[src/xorshift64_star_generator_top_defines.svh]
// Assertion macros shared by the generator RTL.
`ifndef XORSHIFT64_STAR_GENERATOR_TOP_DEFINES_SVH
`define XORSHIFT64_STAR_GENERATOR_TOP_DEFINES_SVH

// Same-cycle implication, clocked on clk, off during reset.
`define XS_ASSERT_NOW(label, ante, cons, msg) \
	label: assert property (@(posedge clk) disable iff (!arst_n) (ante) |-> (cons)) \
		else $error(msg);

// Next-cycle implication, clocked on clk, off during reset.
`define XS_ASSERT_NEXT(label, ante, cons, msg) \
	label: assert property (@(posedge clk) disable iff (!arst_n) (ante) |=> (cons)) \
		else $error(msg);

`endif

[src/xs64_pkg.sv]
package xs64_pkg;

	// Action codes carried in s_tuser
	typedef enum logic [1:0] {
		ACT_SEED   = 2'd0,
		ACT_NEXT   = 2'd1,
		ACT_RANGE  = 2'd2,
		ACT_CHANCE = 2'd3
	} action_t;

	localparam logic [63:0] MIX_MUL_A = 64'hbf58476d1ce4e5b9;
	localparam logic [63:0] MIX_MUL_B = 64'h94d049bb133111eb;
	localparam logic [63:0] STAR_MUL  = 64'h2545f4914f6cdd1d;
	localparam logic [63:0] SEED_ADD  = 64'h000000009e3779b9;
	localparam logic [63:0] ZERO_SUB  = 64'hd1b54a32d192ed03;
	localparam logic [24:0] PROB_ONE  = 25'h1000000;
	localparam logic [31:0] SIGN_BIT  = 32'h80000000;

	// Index of the last partial product of a 64x64 low-half multiply
	localparam logic [1:0] MUL_LAST = 2'd2;

endpackage

[src/xorshift64_star_generator_top.sv]
// A range runs the remainder loop unless its span wraps to zero; empty ranges and zero
// or certain probabilities answer in the cycle after the beat.
// Throughput: one item at a time; the shared 32x32 multiplier (3 partial products per
// 64-bit multiply) and the 1-bit-per-cycle remainder loop set the pace.
// Reset: async active low; afterwards the block seeds itself with zero (s_tready low),
// then the generator holds the seed-zero state.
`include "xorshift64_star_generator_top_defines.svh"

module xorshift64_star_generator_top
	import xs64_pkg::*;
(
	input  logic         clk,
	input  logic         arst_n,
	input  logic         s_tvalid,
	output logic         s_tready,
	// [31:0] seed_value, [63:32] range_low, [95:64] range_high,
	// [120:96] probability, [127:121] zero
	input  logic [127:0] s_tdata,
	// [1:0] action
	input  logic [1:0]   s_tuser,
	output logic         m_tvalid,
	input  logic         m_tready,
	// [31:0] raw_value, [63:32] range_value, [64] hit, [71:65] zero
	output logic [71:0]  m_tdata
);

	typedef enum logic [2:0] {
		ST_INIT,
		ST_IDLE,
		ST_MUL,
		ST_POST,
		ST_DIV
	} fsm_t;

	fsm_t        fsm_q;
	action_t     act_q;
	logic [1:0]  pass_q;
	logic [1:0]  mstep_q;
	logic [63:0] gen_q;
	logic [63:0] mul_a_q;
	logic [63:0] mul_b_q;
	logic [63:0] acc_q;
	logic [31:0] lo_q;
	logic [31:0] span_q;
	logic [24:0] prob_q;
	logic [31:0] dvd_q;
	logic [31:0] rem_q;
	logic [4:0]  cnt_q;
	logic [31:0] raw_q;
	logic [31:0] rval_q;
	logic        hit_q;
	logic        out_valid_q;
	logic        init_done_q;

	// Input field split
	action_t     in_act;
	logic [31:0] in_seed;
	logic [31:0] in_lo;
	logic [31:0] in_hi;
	logic [24:0] in_prob;
	logic [31:0] in_span;
	logic        in_empty;
	logic        accept;
	logic        out_free;

	assign in_act   = action_t'(s_tuser);
	assign in_seed  = s_tdata[31:0];
	assign in_lo    = s_tdata[63:32];
	assign in_hi    = s_tdata[95:64];
	assign in_prob  = s_tdata[120:96];
	assign in_span  = in_hi - in_lo + 32'd1;
	assign in_empty = (in_hi ^ SIGN_BIT) <= (in_lo ^ SIGN_BIT);

	assign out_free = !out_valid_q || m_tready;
	assign s_tready = (fsm_q == ST_IDLE) && out_free;
	assign accept   = s_tvalid && s_tready;
	assign m_tvalid = out_valid_q;
	assign m_tdata  = {7'd0, hit_q, rval_q, raw_q};

	// xorshift64 advance of the held state
	logic [63:0] xs1, xs2, xs3;
	assign xs1 = gen_q ^ (gen_q >> 12);
	assign xs2 = xs1 ^ (xs1 << 25);
	assign xs3 = xs2 ^ (xs2 >> 27);

	// Shared multiplier: one 32x32 partial product of mul_a_q * mul_b_q per cycle
	logic [31:0] mx, my;
	logic [63:0] prod;
	always_comb begin
		unique case (mstep_q)
			2'd0:    begin mx = mul_a_q[31:0];  my = mul_b_q[31:0];  end
			2'd1:    begin mx = mul_a_q[31:0];  my = mul_b_q[63:32]; end
			default: begin mx = mul_a_q[63:32]; my = mul_b_q[31:0];  end
		endcase
		prod = mx * my;
	end

	// Finalizer steps on the finished product
	logic [63:0] v_add, mix1, mix2, mix3, seeded;
	logic [31:0] raw_now;
	assign v_add   = acc_q + SEED_ADD;
	assign mix1    = v_add ^ (v_add >> 30);
	assign mix2    = acc_q ^ (acc_q >> 27);
	assign mix3    = acc_q ^ (acc_q >> 31);
	assign seeded  = (mix3 == 64'd0) ? ZERO_SUB : mix3;
	assign raw_now = acc_q[63:32];

	// Restoring remainder step
	logic [32:0] trial;
	logic [31:0] rem_next;
	assign trial    = {rem_q, dvd_q[31]};
	assign rem_next = (trial >= {1'b0, span_q}) ? 32'(trial - {1'b0, span_q}) : trial[31:0];

	// Sequencer, generator state and result register
	always_ff @(posedge clk or negedge arst_n) begin
		if (!arst_n) begin
			fsm_q       <= ST_INIT;
			out_valid_q <= 1'b0;
			act_q       <= ACT_SEED;
			pass_q      <= 2'd0;
			mstep_q     <= 2'd0;
			cnt_q       <= 5'd0;
		end else begin
			unique case (fsm_q)
				// seed with zero after reset, no result
				ST_INIT: begin
					act_q   <= ACT_SEED;
					pass_q  <= 2'd0;
					mstep_q <= 2'd0;
					mul_a_q <= 64'd0;
					mul_b_q <= STAR_MUL;
					fsm_q   <= ST_MUL;
				end

				ST_IDLE: begin
					if (accept) begin
						act_q   <= in_act;
						lo_q    <= in_lo;
						span_q  <= in_span;
						prob_q  <= in_prob;
						pass_q  <= 2'd0;
						mstep_q <= 2'd0;
						mul_b_q <= STAR_MUL;
						raw_q   <= 32'd0;
						rval_q  <= 32'd0;
						hit_q   <= 1'b0;
						unique case (in_act)
							ACT_SEED: begin
								mul_a_q     <= {32'd0, in_seed};
								out_valid_q <= 1'b0;
								fsm_q       <= ST_MUL;
							end
							ACT_NEXT: begin
								gen_q       <= xs3;
								mul_a_q     <= xs3;
								out_valid_q <= 1'b0;
								fsm_q       <= ST_MUL;
							end
							ACT_RANGE: begin
								if (in_empty) begin
									rval_q      <= in_lo;
									out_valid_q <= 1'b1;
								end else begin
									gen_q       <= xs3;
									mul_a_q     <= xs3;
									out_valid_q <= 1'b0;
									fsm_q       <= ST_MUL;
								end
							end
							default: begin
								if (in_prob == 25'd0) begin
									out_valid_q <= 1'b1;
								end else if (in_prob >= PROB_ONE) begin
									hit_q       <= 1'b1;
									out_valid_q <= 1'b1;
								end else begin
									gen_q       <= xs3;
									mul_a_q     <= xs3;
									out_valid_q <= 1'b0;
									fsm_q       <= ST_MUL;
								end
							end
						endcase
					end else if (m_tready) begin
						// drop the beat once taken
						out_valid_q <= 1'b0;
					end
				end

				// accumulate the low 64 bits over three partial products
				ST_MUL: begin
					if (mstep_q == 2'd0)
						acc_q <= prod;
					else
						acc_q <= acc_q + {prod[31:0], 32'd0};
					if (mstep_q == MUL_LAST) begin
						mstep_q <= 2'd0;
						fsm_q   <= ST_POST;
					end else begin
						mstep_q <= mstep_q + 2'd1;
					end
				end

				ST_POST: begin
					unique case (act_q)
						ACT_SEED: begin
							priority if (pass_q == 2'd0) begin
								mul_a_q <= mix1;
								mul_b_q <= MIX_MUL_A;
								pass_q  <= 2'd1;
								fsm_q   <= ST_MUL;
							end else if (pass_q == 2'd1) begin
								mul_a_q <= mix2;
								mul_b_q <= MIX_MUL_B;
								pass_q  <= 2'd2;
								fsm_q   <= ST_MUL;
							end else begin
								gen_q <= seeded;
								fsm_q <= ST_IDLE;
								// the self-seed after reset gives no result
								if (init_done_q)
									out_valid_q <= 1'b1;
							end
						end
						ACT_NEXT: begin
							raw_q       <= raw_now;
							out_valid_q <= 1'b1;
							fsm_q       <= ST_IDLE;
						end
						ACT_RANGE: begin
							raw_q <= raw_now;
							if (span_q == 32'd0) begin
								rval_q      <= lo_q + raw_now;
								out_valid_q <= 1'b1;
								fsm_q       <= ST_IDLE;
							end else begin
								dvd_q <= raw_now;
								rem_q <= 32'd0;
								cnt_q <= 5'd0;
								fsm_q <= ST_DIV;
							end
						end
						default: begin
							raw_q       <= raw_now;
							hit_q       <= {1'b0, raw_now[31:8]} < prob_q;
							out_valid_q <= 1'b1;
							fsm_q       <= ST_IDLE;
						end
					endcase
				end

				// one remainder bit per cycle
				ST_DIV: begin
					rem_q <= rem_next;
					dvd_q <= {dvd_q[30:0], 1'b0};
					cnt_q <= cnt_q + 5'd1;
					if (cnt_q == 5'd31) begin
						rval_q      <= lo_q + rem_next;
						out_valid_q <= 1'b1;
						fsm_q       <= ST_IDLE;
					end
				end

				default: fsm_q <= ST_IDLE;
			endcase
		end
	end

	// Mark the end of the self-seed after reset
	always_ff @(posedge clk or negedge arst_n) begin
		if (!arst_n)
			init_done_q <= 1'b0;
		else if (fsm_q == ST_POST && act_q == ACT_SEED && pass_q == 2'd2)
			init_done_q <= 1'b1;
	end

	`XS_ASSERT_NOW(a_busy_not_ready, fsm_q != ST_IDLE, !s_tready, "ready while busy")
	`XS_ASSERT_NOW(a_state_nonzero, fsm_q == ST_IDLE, gen_q != 64'd0, "generator state zero")
	`XS_ASSERT_NOW(a_rem_below_span, fsm_q == ST_DIV, rem_q < span_q, "remainder not below span")
	`XS_ASSERT_NEXT(a_empty_range_result, accept && in_act == ACT_RANGE && in_empty,
		m_tvalid && m_tdata[63:32] == $past(in_lo), "empty range result wrong")

endmodule

[config.mk]
export PLATFORM = sky130hd
export DESIGN_NAME = xorshift64_star_generator_top
export DESIGN_NICKNAME = d
export VERILOG_FILES = /design/src/xs64_pkg.sv /design/src/xorshift64_star_generator_top.sv
export VERILOG_INCLUDE_DIRS = /design/src /design/src/src
export SDC_FILE = /design/constraint.sdc
export NUM_CORES = 2
export LEC_CHECK = 0
export BUFFER_PORTS_ARGS = -buffer_cell sky130_fd_sc_hd__buf_2
export CAP_MARGIN = 20
export CORE_UTILIZATION = 70
export DETAILED_ROUTE_END_ITERATION = 12
export GPL_ROUTABILITY_DRIVEN = 0
export PLACE_DENSITY_LB_ADDON = 0.05
export SYNTH_ARGS = -nofsm -noshare
export SYNTH_HDL_FRONTEND = slang
export SYNTH_SLANG_ARGS = --single-unit
[constraint.sdc]
create_clock -name clk -period 16.81 [get_ports clk]
set_clock_uncertainty 0.05 [all_clocks]
set_input_delay 1.681 -clock clk [delete_from_list [all_inputs] [get_ports clk]]
set_output_delay 1.681 -clock clk [all_outputs]
set_load 0.01 [all_outputs]
---- Yosys cells after proc, flatten, opt, wreduce, memory -nomap -nowiden ----
Cells that the tools add are included.
word-level totals
  bits in registers ....................... 490
  input port bits ......................... 134
  output and inout bits ................... 74
  word-level logic and storage cells ...... 201
cells by class
  add/sub/neg operators ................... 9
  $mul .................................... 1
  order comparisons ....................... 4
  eq/ne operators ......................... 38
  mux-type cells .......................... 83
  bitwise logic cells ..................... 8
  reduce and logical (&&, ||, !) cells .... 39
operator list
  operator                count
  $mux 64                 17
  $pmux 64 s3             4
  $mux 32                 15
  $pmux 32 s2             3
  $pmux 64 s2             1
  $xor 64x37->64          2
  $pmux 32 s3             1
  $add 32x32->32          2
  $add 64x32->64 const B  1
  $add 64x64->64          1
  $logic_not 64->1        1
  $mul 32x32->64          1
  $sub 32x32->32          2
  $xor 64x33->64          1
  $xor 64x34->64          1
  $xor 64x52->64          1
  $xor 64x64->64          1
  $ge 33x32->1            1
  $add 32x1->32 const B   1
  $le 32x32->1            1
  $logic_not 32->1        1
  $ge 25x25->1 const B    1
  $logic_not 25->1        1
  $lt 24x25->1            1
  other kinds (43)        120

---- Depth between registers and ports, before layout ----
  depth after elaboration ................. 8
  depth in mapped cells ................... 42
  mapped depth without buffers ............ 40

---- Least setup slack after synthesis ----
No wires, ideal clock.
  path type ............................... flip-flop to flip-flop
  start ................................... register mstep_q[1]
  end ..................................... register acc_q[60] (data pin)
  library setup time ...................... 259 ps
  arrival ................................. 9603 ps
  required time ........................... 16501 ps
  path slack .............................. 6898 ps
  cell stages (with the launch flop) ...... 37
  buffers on the path ..................... 5
  clock period less this slack ............ 9912 ps
  cells stage by stage .................... dfrtp_1 clkbuf_1 clkbuf_1 buf_1 mux2_2 inv_1 clkbuf_1 nor2_1 fa_1 fa_1 fa_1 inv_1 fa_1 inv_1 fa_1 ha_1 fa_1 fa_1 ha_1 clkbuf_1 nand2_1 a211oi_1 a41oi_2 nand2_1 a41oi_1 xnor2_1 ha_1 a21o_1 a21o_1 a21o_1 a21o_1 a21oi_1 o21ai_2 a21o_1 a211o_1 a311o_1 or2_1
between the ends
  cells in the longest elaborated chain, start to end .. 6
  elaborated cells on any way between the ends .. 8
  classes of those cells .................. add/sub: 1; mul: 1; eq/ne: 1; mux: 3; reduce/logical: 2
ends and longest elaborated chain
  what                                           RTL line                                                                   source
  start, declared                                xorshift64_star_generator_top.sv:38                                        logic [1:0] mstep_q;
  start signal, assigned                         xorshift64_star_generator_top.sv:200                                       mstep_q <= mstep_q + 2'd1;
  $eq 2x1->1 or $logic_not 2->1 (tied branches)  xorshift64_star_generator_top.sv:90, xorshift64_star_generator_top.sv:192
  $reduce_or 2->1 (no source line)               -
  $mux 32                                        xorshift64_star_generator_top.sv:90                                        unique case (mstep_q)
  $mul 32x32->64                                 xorshift64_star_generator_top.sv:95                                        prod = mx * my;
  $add 64x64->64                                 xorshift64_star_generator_top.sv:195                                       acc_q <= acc_q + {prod[31:0], 32'd0};
  $mux 64 *                                      xorshift64_star_generator_top.sv:192                                       if (mstep_q == 2'd0)
  end signal, assigned                           xorshift64_star_generator_top.sv:193                                       acc_q <= prod;
  end signal, assigned                           xorshift64_star_generator_top.sv:195
  end, declared                                  xorshift64_star_generator_top.sv:42                                        logic [63:0] acc_q;
Mark *: on every way between the ends. The rest lies on a longest branch, timed or not.
A chain may end at the register's enable or synchronous reset.

---- Worst setup path after layout ----
Ends and elaborated chain as after synthesis.

==> flow_summary_export.csv <==
group,metric,value,unit
setup_path,r2r-end,"acc_q[60]$_DFFE_PP_",
drt,via_per_inst,6.51,
setup_path,critical_path_class,"register to register",
clocking,clkTransAtPathRegs,0.07,ns
synth,ys.warnings.count,0,
sta,finalMaxSlewViolations,0,
status,status,"completed",
synth,yosysSeqAreaShare,21.4,%
placement,dp_slack,5.44,ns
drt,drt_first_iter_violations,6854,
sta,setup_viol,0,
clocking,cts.path.max_buffers,3,
sta,hold_viol_final,0,
setup_path,r2r_start,"mstep_q[1]$_DFFE_PN0P_",
clocking,clkLatencyLatePin,0.57,ns
drt,vias,49201,
setup_path,cp_slowest_cell,"a2111oi_0",
synth,synth_cell_types,99,
worst_hold_path,holdCritStartpoint,"init_done_q$_DFFE_PN0P_",
setup_path,path_common_cell,"fa_1",
finish,top_regs,"acc_q: 64 flops, gen_q: 64 flops, mul_a_q: 64 flops",
synth,synth-seq-cells,432,
finish,finalNonFillerCells,7562,
worst_hold_path,hold_path.class,"register to register",
global_routing,antenna_found_initial,4,
setup_path,cp_max_fo,36,
synth,synthCells,6343,
placement,hpwl,156000,um
setup_path,crit_start,"mstep_q[1]$_DFFE_PN0P_",
synth,synth-async-reset-ratio,3.70,%
placement,port_buffers,193,
finish,final_common_cell,"inv_1",
floorplan,dieArea,87200,sq um
placement,dp_cells,7484,
setup_path,crit_arrival,12.02,ns
synth,synth-edff-count,416,
synth,synthTopCellsByArea,"fa_1, edfxtp_1, ha_1",
drt,wl_per_cell,26.1,um
floorplan,ios,208,
synth,synthFlopType,"edfxtp_1",
worst_hold_path,min_path_cells,1,
placement,place_area,62300,sq um
sta,period_share,70.0,%
global_routing,grt_overflow,0,
drt,first_pass_iters,9,
global_routing,track_usage,46.0,%
clocking,clock-sinks,432,
floorplan,core,85100,sq um
clocking,cts_tree,"built",
clocking,clockRootBuffer,"clkbuf_16",
synth,yosysTopAreaCell,"fa_1",
flow_run,cap_viol_max_count,0,
setup_path,cpPeakStageDelay,0.68,ns
sta,period_needed,11.76,ns
sta,tightest_slew,1.23,ns
clocking,post_cts_buffers,0,
finish,final_layout_size_suffix_gt1_share,6.54,%
floorplan,row_count,107,
synth,syn_area_per_cell,9.50,sq um
sta,fin_ws,5.05,ns
setup_path,critPathRequiredTime,17.07,ns
sta,fmaxAchievable,85.0,MHz
drt,routed_wl,198000,um
floorplan,start_util,70.7,%
finish,final_cell_area,63600,sq um
synth,mappedNetlistArea,60200,sq um
floorplan,die-width,295,um
global_routing,grt_pass1_vias,48648,
setup_path,reg2reg_depth,33,
clocking,cts_hold_buffers,0,
setup_path,end_kind,"register",
finish,layout_common_cells,"inv_1, fa_1, nand2_1",
setup_path,r2r_slack,5.05,ns
finish,area_delta_synth_final,5.51,%
sta,fin_setup_tns,0,ns
clocking,cts_buffers,40,
synth,synth_top_area_share,29.3,%
global_routing,grt_max_degree,81,
drt,route.detailed.drc,0,
clocking,ctsResizeCount,0,
sta,slew_headroom,16.0,%
drt,antenna_left,0,
floorplan,die_h,295,um
worst_hold_path,hold_end,"init_done_q$_DFFE_PN0P_",
finish,fin_nets,7884,
setup_path,start_kind,"register",
global_routing,grt_pass1_wl,294000,um
clocking,htree_levels,2,
sta,rsz0062_at_grt,"false",
## area by class of cell
type,instances,area (sq um)
Multi-Input combinational cell,4646,42700
Fill cell,6297,21600
Sequential cell,432,12900
Inverter,986,3700
Timing Repair Buffer,277,1610
Tap cell,1144,1430
Clock buffer,50,1070
Clock inverter,20,145
Antenna cell,7,17.5
## cell usage after synthesis, types with 36 or more instances
cell type / n
ha_1: 486
a21oi_1: 268
nor2_1: 549
xnor2_1: 294
xor2_1: 167
and2_1: 122
edfxtp_1: 416
nand4_1: 51
o21ai_1: 111
nand2_1: 711
o21bai_1: 42
and3_1: 69
a21o_1: 103
clkbuf_1: 238
nor3_1: 56
fa_1: 881
mux2i_1: 36
o21ai_0: 110
inv_1: 972
o22ai_1: 48
nand3_1: 57
## per-layer routing
metal | vias up | global-route usage (%) | wire length, um
met5 | - | 0.554 | 77
met2 | 3829 | 65.4 | 82200
met1 | 23759 | 61.1 | 70000
met3 | 887 | 16.3 | 31100
met4 | 4 | 26.2 | 14400
li1 | 20722 | - | -
## stage by stage
step           utilization [%]  hold slack [ns]
2_1_floorplan                -            0.392
3_3_place_gp              73.2            0.400
3_5_place_dp              73.2            0.432
4_1_cts                   74.6            0.447
5_1_grt                   74.6            0.461
6_report                  74.6            0.451
## critical path, delay by kind of cell, from the launching register on
family          cells  cell delay, ns
flops               1            0.45
xor+xnor            1            0.42
buf+inv             7            1.42
fa+ha+maj          10            4.84
mux                 1            0.59
compound gates     11            2.67
simple gates        3            1.01
## cell families after synthesis
kind of cell	count (synthesis)	share of synthesized area, %
xor+xnor	462	6.74
fa+ha+maj	1367	39.4
mux	62	1.08
compound gates	953	10.1
buf+inv	1271	7.99
simple gates	1795	13.3
flops	432	21.4
other cells	1	0.00623
## worst max-delay path by stage
stage                                endpoint  slack, ns  cells past startpoint
after global routing      acc_q[60]$_DFFE_PP_       4.72                     33
after floorplan           acc_q[60]$_DFFE_PP_       6.90                     36
after detailed placement  acc_q[60]$_DFFE_PP_       5.44                     33
after global placement    acc_q[60]$_DFFE_PP_       5.49                     34
after CTS                 acc_q[60]$_DFFE_PP_       5.40                     33
final                     acc_q[60]$_DFFE_PP_       5.05                     33
Power is not shown: default switching activity piles up to over one toggle a cycle in this logic, so the estimate is an artifact.
